[src/design/crfp_pkg.sv]
// Shared types and constants for the response field parser.
// Used by crfp_digit and creg_response_field_parser; depends on nothing.
package crfp_pkg;

  localparam int LINE_POSITIONS = 256;

  localparam logic [7:0] CHAR_COLON = 8'd58;
  localparam logic [7:0] CHAR_COMMA = 8'd44;
  localparam logic [7:0] CHAR_SPACE = 8'd32;
  localparam logic [7:0] CHAR_PLUS  = 8'd43;
  localparam logic [7:0] CHAR_MINUS = 8'd45;
  localparam logic [7:0] CHAR_ZERO  = 8'd48;
  localparam logic [7:0] CHAR_NINE  = 8'd57;
  localparam logic [7:0] CHAR_TAB   = 8'd9;
  localparam logic [7:0] CHAR_CR    = 8'd13;

  localparam logic [15:0] MAG_LIMIT = 16'd32768;

  // Number reader phases
  localparam logic [1:0] NUM_LEAD   = 2'd0;
  localparam logic [1:0] NUM_SIGN   = 2'd1;
  localparam logic [1:0] NUM_DIGITS = 2'd2;
  localparam logic [1:0] NUM_DONE   = 2'd3;

  typedef struct packed {
    logic        line_end;
    logic [7:0]  line_byte;
  } line_item_t;

  typedef struct packed {
    logic               result_code;
    logic signed [15:0] reg_status;
    logic               registered;
    logic               location_present;
    logic [7:0]         area_code_offset;
    logic [7:0]         cell_id_offset;
  } result_item_t;

  typedef struct packed {
    logic [1:0]  phase;
    logic        negative;
    logic [15:0] magnitude;
  } num_state_t;

endpackage

[src/design/crfp_digit.sv]
// Signed decimal reader for one field: next-state logic for one byte.
// Depends on crfp_pkg.
module crfp_digit (
  input  logic                 enable,
  input  logic [7:0]           char_byte,
  input  crfp_pkg::num_state_t state,
  output crfp_pkg::num_state_t state_next
);

  logic        is_digit;
  logic        is_white;
  logic [3:0]  digit;
  logic [19:0] scaled;

  assign is_digit = (char_byte >= crfp_pkg::CHAR_ZERO) && (char_byte <= crfp_pkg::CHAR_NINE);
  assign is_white = ((char_byte >= crfp_pkg::CHAR_TAB) && (char_byte <= crfp_pkg::CHAR_CR))
                    || (char_byte == crfp_pkg::CHAR_SPACE);
  assign digit    = 4'(char_byte - crfp_pkg::CHAR_ZERO);
  // mag * 10 + d, by shifts
  assign scaled   = ({4'b0, state.magnitude} << 3) + ({4'b0, state.magnitude} << 1)
                    + 20'(digit);

  always_comb begin
    state_next = state;
    if (enable) begin
      case (state.phase)
        crfp_pkg::NUM_LEAD: begin
          if (is_white) begin
            state_next.phase = crfp_pkg::NUM_LEAD;
          end else if (char_byte == crfp_pkg::CHAR_PLUS) begin
            state_next.phase = crfp_pkg::NUM_SIGN;
          end else if (char_byte == crfp_pkg::CHAR_MINUS) begin
            state_next.negative = 1'b1;
            state_next.phase    = crfp_pkg::NUM_SIGN;
          end else if (is_digit) begin
            state_next.magnitude = 16'(digit);
            state_next.phase     = crfp_pkg::NUM_DIGITS;
          end else begin
            state_next.phase = crfp_pkg::NUM_DONE;
          end
        end
        crfp_pkg::NUM_SIGN: begin
          if (is_digit) begin
            state_next.magnitude = 16'(digit);
            state_next.phase     = crfp_pkg::NUM_DIGITS;
          end else begin
            state_next.phase = crfp_pkg::NUM_DONE;
          end
        end
        crfp_pkg::NUM_DIGITS: begin
          if (is_digit) begin
            // saturate at the largest negative magnitude, one past the largest positive
            state_next.magnitude = (scaled > 20'(crfp_pkg::MAG_LIMIT)) ?
                                   crfp_pkg::MAG_LIMIT : scaled[15:0];
          end else begin
            state_next.phase = crfp_pkg::NUM_DONE;
          end
        end
        default: begin
          state_next = state;
        end
      endcase
    end
  end

endmodule

[src/design/creg_response_field_parser.sv]
// Registration report line parser: top level with handshakes and scan state.
// Depends on crfp_pkg and crfp_digit.
//
// Takes one line byte per transaction on the line channel and, on the byte marked
// line_end, delivers one result transaction. A byte is taken every cycle: bytes
// enter an input register, from which the field scan and both number readers
// update, and a line's result is registered into the output register as its
// last byte leaves the input register. The line channel stalls only while a
// last byte waits behind a result that the far side is still stalling.
module creg_response_field_parser #(
  parameter int LINE_POSITIONS = crfp_pkg::LINE_POSITIONS
) (
  input  logic                   clk,
  input  logic                   rst,
  input  logic                   line_valid,
  output logic                   line_stall,
  input  crfp_pkg::line_item_t   line_item,
  output logic                   result_valid,
  input  logic                   result_stall,
  output crfp_pkg::result_item_t result_item
);

  localparam int POS_W = $clog2(LINE_POSITIONS);
  localparam logic [POS_W-1:0] POS_LAST = POS_W'(LINE_POSITIONS - 1);

  typedef enum logic [3:0] {
    WAIT_COLON,
    FIRST_START,
    FIRST_BODY,
    SECOND_START,
    SECOND_BODY,
    THIRD_START,
    THIRD_BODY,
    FOURTH_START,
    SCAN_DONE
  } scan_phase_t;

  // input register
  logic                 s1_valid;
  crfp_pkg::line_item_t s1_item;
  logic                 s1_advance;

  // scan state
  scan_phase_t          scan_phase, scan_phase_next;
  logic [POS_W-1:0]     byte_position;
  logic [2:0]           field_seen, field_seen_next;
  logic [7:0]           second_start, second_start_next;
  logic [7:0]           third_start, third_start_next;
  logic [7:0]           fourth_start, fourth_start_next;
  crfp_pkg::num_state_t first_num, first_num_next;
  crfp_pkg::num_state_t second_num, second_num_next;

  crfp_pkg::result_item_t result_next;
  crfp_pkg::num_state_t   status_src;
  logic [16:0]            neg_value;
  logic signed [15:0]     status_value;
  logic [7:0]             pos8;
  logic                   is_comma;
  logic                   non_space;

  assign s1_advance = s1_valid && !(s1_item.line_end && result_valid && result_stall);
  assign line_stall = s1_valid && !s1_advance;

  assign pos8      = 8'(byte_position);
  assign is_comma  = (s1_item.line_byte == crfp_pkg::CHAR_COMMA);
  assign non_space = (s1_item.line_byte != crfp_pkg::CHAR_SPACE);

  // Field scan; a start byte that is a comma also closes its field
  always_comb begin
    scan_phase_next   = scan_phase;
    field_seen_next   = field_seen;
    second_start_next = second_start;
    third_start_next  = third_start;
    fourth_start_next = fourth_start;
    unique case (scan_phase)
      WAIT_COLON: begin
        if (s1_item.line_byte == crfp_pkg::CHAR_COLON) begin
          scan_phase_next = FIRST_START;
        end
      end
      FIRST_START: begin
        if (non_space) begin
          field_seen_next = 3'd1;
          scan_phase_next = is_comma ? SECOND_START : FIRST_BODY;
        end
      end
      FIRST_BODY: begin
        if (is_comma) begin
          scan_phase_next = SECOND_START;
        end
      end
      SECOND_START: begin
        if (non_space) begin
          field_seen_next   = 3'd2;
          second_start_next = pos8;
          scan_phase_next   = is_comma ? THIRD_START : SECOND_BODY;
        end
      end
      SECOND_BODY: begin
        if (is_comma) begin
          scan_phase_next = THIRD_START;
        end
      end
      THIRD_START: begin
        if (non_space) begin
          field_seen_next  = 3'd3;
          third_start_next = pos8;
          scan_phase_next  = is_comma ? FOURTH_START : THIRD_BODY;
        end
      end
      THIRD_BODY: begin
        if (is_comma) begin
          scan_phase_next = FOURTH_START;
        end
      end
      FOURTH_START: begin
        if (non_space) begin
          field_seen_next   = 3'd4;
          fourth_start_next = pos8;
          scan_phase_next   = SCAN_DONE;
        end
      end
      SCAN_DONE: begin
        scan_phase_next = SCAN_DONE;
      end
      default: begin
        scan_phase_next = scan_phase;
      end
    endcase
  end

  crfp_digit u_first_digit (
    .enable     (field_seen_next >= 3'd1),
    .char_byte  (s1_item.line_byte),
    .state      (first_num),
    .state_next (first_num_next)
  );

  crfp_digit u_second_digit (
    .enable     (field_seen_next >= 3'd2),
    .char_byte  (s1_item.line_byte),
    .state      (second_num),
    .state_next (second_num_next)
  );

  // Result from the state as it stands after this byte
  always_comb begin
    status_src = ((field_seen_next == 3'd2) || (field_seen_next == 3'd4)) ?
                 second_num_next : first_num_next;
    neg_value  = 17'd0 - {1'b0, status_src.magnitude};
    if (status_src.negative) begin
      status_value = $signed(neg_value[15:0]);
    end else if (status_src.magnitude > 16'd32767) begin
      status_value = 16'sd32767;
    end else begin
      status_value = $signed(status_src.magnitude);
    end

    result_next                  = '0;
    if (field_seen_next == 3'd0) begin
      result_next.result_code = 1'b1;
      result_next.reg_status  = -16'sd1;
    end else begin
      result_next.reg_status = status_value;
      result_next.registered = (status_value == 16'sd1) || (status_value == 16'sd5);
      if (field_seen_next == 3'd3) begin
        result_next.location_present = 1'b1;
        result_next.area_code_offset = second_start_next;
        result_next.cell_id_offset   = third_start_next;
      end else if (field_seen_next == 3'd4) begin
        result_next.location_present = 1'b1;
        result_next.area_code_offset = third_start_next;
        result_next.cell_id_offset   = fourth_start_next;
      end
    end
  end

  always_ff @(posedge clk) begin
    if (rst) begin
      s1_valid      <= 1'b0;
      result_valid  <= 1'b0;
      scan_phase    <= WAIT_COLON;
      byte_position <= '0;
      field_seen    <= 3'd0;
      second_start  <= 8'd0;
      third_start   <= 8'd0;
      fourth_start  <= 8'd0;
      first_num     <= '0;
      second_num    <= '0;
    end else begin
      if (!line_stall) begin
        s1_valid <= line_valid;
        s1_item  <= line_item;
      end

      if (result_valid && !result_stall && !(s1_advance && s1_item.line_end)) begin
        result_valid <= 1'b0;
      end

      if (s1_advance) begin
        if (s1_item.line_end) begin
          // deliver and return to the start of a line
          result_valid  <= 1'b1;
          result_item   <= result_next;
          scan_phase    <= WAIT_COLON;
          byte_position <= '0;
          field_seen    <= 3'd0;
          second_start  <= 8'd0;
          third_start   <= 8'd0;
          fourth_start  <= 8'd0;
          first_num     <= '0;
          second_num    <= '0;
        end else begin
          scan_phase    <= scan_phase_next;
          field_seen    <= field_seen_next;
          second_start  <= second_start_next;
          third_start   <= third_start_next;
          fourth_start  <= fourth_start_next;
          first_num     <= first_num_next;
          second_num    <= second_num_next;
          if (byte_position != POS_LAST) begin
            byte_position <= byte_position + 1'b1;
          end
        end
      end
    end
  end

  a_no_field_early_phase: assert property (@(posedge clk) disable iff (rst)
    (field_seen == 3'd0) |-> (scan_phase == WAIT_COLON || scan_phase == FIRST_START))
    else $error("fields counted zero beyond first field start");

  a_second_reader_idle: assert property (@(posedge clk) disable iff (rst)
    (field_seen < 3'd2) |-> (second_num == '0))
    else $error("second number reader moved before second field");

  a_error_result_shape: assert property (@(posedge clk) disable iff (rst)
    (result_valid && result_item.result_code) |->
      (result_item.reg_status == -16'sd1 && !result_item.registered &&
       !result_item.location_present))
    else $error("parse error result carries data");

  a_stall_cause: assert property (@(posedge clk) disable iff (rst)
    line_stall |-> (s1_valid && s1_item.line_end && result_valid && result_stall))
    else $error("line channel stalled without a blocked result");

endmodule
[config.mk]
export PLATFORM = sky130hd
export DESIGN_NAME = creg_response_field_parser
export DESIGN_NICKNAME = d
export VERILOG_FILES = /design/src/design/crfp_pkg.sv /design/src/design/crfp_digit.sv /design/src/design/creg_response_field_parser.sv
export SDC_FILE = /design/constraint.sdc
export NUM_CORES = 1
export LEC_CHECK = 0
export ABC_CLOCK_PERIOD_IN_PS = 10850
export BUFFER_PORTS_ARGS = -buffer_cell sky130_fd_sc_hd__buf_2
export CAP_MARGIN = 20
export CORE_MARGIN = 1
export CORE_UTILIZATION = 54
export CTS_BUF_LIST = sky130_fd_sc_hd__clkbuf_16
export DETAILED_ROUTE_END_ITERATION = 8
export PLACE_DENSITY = 0.75
export RECOVER_POWER = 50
export REMOVE_ABC_BUFFERS = 1
export SLEW_MARGIN = 20
export SYNTH_ARGS = -nofsm -noshare
export SYNTH_HDL_FRONTEND = slang
export SYNTH_SLANG_ARGS = --single-unit
[constraint.sdc]
create_clock -name clk -period 10.85 [get_ports clk]
set_input_delay 2.17 -clock clk [delete_from_list [all_inputs] [get_ports clk]]
set_output_delay 2.17 -clock clk [all_outputs]
set_load 0.01 [all_outputs]
==> metrics <==
hold-fix buffer count after cts 0; failing checks max-capacitance violations, max-slew violations; final net count 1,257; FF+latch count, synth approximately 120; Total Die Area 18,300 um^2; Worst Hold Class flop to flop; RSZ-0062 raised after global routing false; fin cells 1,405; worst path required time 11,010 ps; n_diodes 0; Pre-antenna DRT Iters 8; leak pwr about 0.0042 uW; Yosys warnings 0; Layout area overhead 8.99%; Fill cells 1,559; Starting Density between 50% and 60%; # rows 48; DRT antenna net count 0; core area 17,400 um^2; dominant synthesized flop cell dfxtp_1; Critical Path Fanout Max 14; MaxCap Viol Count 1; CTS resizes 0; # Post-CTS Setup Buffers 0; Post-Synthesis Cells 1,155; Reg2Reg Setup Slack 4950 ps; DRC errors left 0; routability-driven placement congestion ratio about 0.96; asr flop ratio synth 0%; final setup vio count 0; # placed instances 1,373; kind of critical path flop to flop; final WL 27,200 um; f_max 0.169 GHz; area share of fa/ha/maj cells after synthesis 10.3%; Via Count 9,289; largest family of logic cells by synthesized area compound AO/OA/AOI/OAI gates; Netlist Area Pre-Place 9610 um^2; Root Buffer clkbuf_16; fraction of synthesized cell area in xor and xnor cells around 2.7%; mean area per synthesized cell 8.32 um^2; vias in the first global route 8,347; CTS tree built; EDFF count, synth 44; P per Cell Area 106 nW/um^2; run status complete, but fails checks; Seq/Total Area, Yosys between 30% and 40%; layout cells sized above 1 8.56%; VDD IR-drop max about 0.10 mV; Die X about 140 um; crit path DAT 6070 ps; Max Slew Vio Count 68; Port Buffers 49; drt wl/cell 19.4 um; GRT Total Usage 29.8%; top post-synthesis cells by area dfxtp_1, edfxtp_1, ha_1, a21oi_1, nor2_1; Ports 50; nature of the critical path endpoint flop; dpl hpwl roughly 20,000 um; H-tree lvl count 4; fin crit period 5900 ps; Reg clk slew, reported paths 60 ps; post-synthesis simple-gate area fraction 21.3%; initial antenna violation count 0; die height roughly 140 um; gr ovfl total 0; critical path startpoint category flop; clk sinks 123; Clk Latency, worst-skew pair 420 ps; Tightest Pin Transition 3200 ps; Hold Fails Final Rpt 0; first-pass GRT wire length approximately 43,000 um; crit share post-route between 50% and 60%; Num CTS Buffers 17; top cell type's share of synthesized area 16.5%; Synth Area in Compound Gates 27.2%; Clock Path Buffers 2; mean number of vias per cell around 6.6; largest net degree at the start of global routing slightly below 70; Max-slew headroom -113%; TNS Setup 0 ps; Iteration-0 DRC Markers about 950; clk_skew between 15 and 20 ps; post-synth top area cell dfxtp_1; Yosys cell types 99; mux cell area share after synthesis about 3.8%
==> flip-flops by register name (all words and copies together) (netlist names) <==
| name | flops |
|---|---|
| result_item | 35 |
| first_num | 19 |
| second_num | 19 |
| s1_item | 9 |
| byte_position | 8 |
| fourth_start | 8 |
| second_start | 8 |
| third_start | 8 |
| scan_phase | 4 |
| field_seen | 3 |
| result_valid | 1 |
| s1_valid | 1 |
==> kinds of logic after synthesis <==
kind of cell    count (synthesis)
flops                         123
mux                            36
compound gates                369
simple gates                  418
fa+ha+maj                      77
buf+inv                       102
xor+xnor                       30
==> critical path: stages (launching register included) <==
cell      delay, ps
edfxtp_1        550
inv_1           260
fa_1            640
inv_1            60
ha_1            290
a211oi_2         90
o21a_1          240
o31a_1          320
o31a_1          280
xor2_1          220
a41o_1          420
nand4_1         200
a22o_1          320
nor4b_2         850
nand3_1         260
mux2_2          350
a31oi_1         200
nor4_2           70
==> cells in the final DEF (no fill, tap or decap), drive strengths merged, types with 7 or more instances in the layout <==
| cell | n |
|---|---|
| nor2 | 133 |
| mux2i | 34 |
| o22ai | 20 |
| a211oi | 12 |
| nand2 | 105 |
| edfxtp | 44 |
| and3 | 11 |
| a31oi | 18 |
| inv | 43 |
| and2 | 14 |
| ha | 73 |
| nand2b | 10 |
| dfxtp | 79 |
| nor3 | 33 |
| a21oi | 107 |
| xnor2 | 16 |
| a22oi | 41 |
| nor4 | 11 |
| o21ai | 50 |
| buf | 22 |
| clkbuf | 55 |
| or3 | 7 |
| xor2 | 14 |
| a21o | 12 |
| nand4 | 26 |
| o211ai | 11 |
| a32oi | 12 |
| nand3 | 35 |
==> power by group <==
part / switching (uW) / internal [uW]
Sequential: 5.34 / 480
Clock: 228 / 357
Combinational: 29.5 / 9.69
==> metal layers <==
metal  vias to the layer above  share of wire, %  track usage [%]
met3                        81               8.9             6.43
met5                         -                 0                0
met1                      4329                44             40.7
met4                         0               3.0             11.4
li1                       4390                 -                -
met2                       489                44             45.7
==> metrics by stage <==
stage	area (um^2)	hold slack, ps	power, uW	setup WS (ps)	util, %
finish	10500	475	1110	4950	60.3
global route	10500	495	1140	4500	60.3
CTS	10500	471	1110	5010	60.7
detailed placement	9930	456	534	5020	57.2
global placement	9930	450	533	5150	57.2
floorplan	9310	437	514	5730	-
==> worst paths after layout <==
kind	startpoint	to	depth (start not counted)
worst max-delay path	s1_item[3]$_DFFE_PP_	result_item[17]$_SDFFCE_PP0P_	17
worst min-delay path	first_num[16]$_SDFFE_PP0P_	first_num[16]$_SDFFE_PP0P_	2
worst max register to register	s1_item[3]$_DFFE_PP_	result_item[17]$_SDFFCE_PP0P_	17
worst min register to register	first_num[16]$_SDFFE_PP0P_	first_num[16]$_SDFFE_PP0P_	2
==> cell type report <==
class | count | area (um^2) | area share [%]
multi-input combinational | 930 | 6270 | 59.9
sequential | 123 | 2900 | 27.7
clock buffer | 18 | 450 | 4.30
tap | 225 | 282 | 2.69
timing repair buffer | 59 | 272 | 2.59
clock inverter | 14 | 155 | 1.48
inverter | 36 | 135 | 1.29
==> synthesized netlist by cell type, types with 16 or more instances <==
library cell  number
ha_1              73
xnor2_1           16
a22oi_1           36
nand3_1           35
dfxtp_1           79
clkbuf_1          44
a21oi_1          105
nor2_1           133
nand4_1           26
nand2_1          103
mux2i_1           34
inv_1             34
a31oi_1           16
o21ai_0           45
o22ai_1           19
edfxtp_1          44
nor3_1            32
No activity file was read; power rests on OpenSTA's default activity.
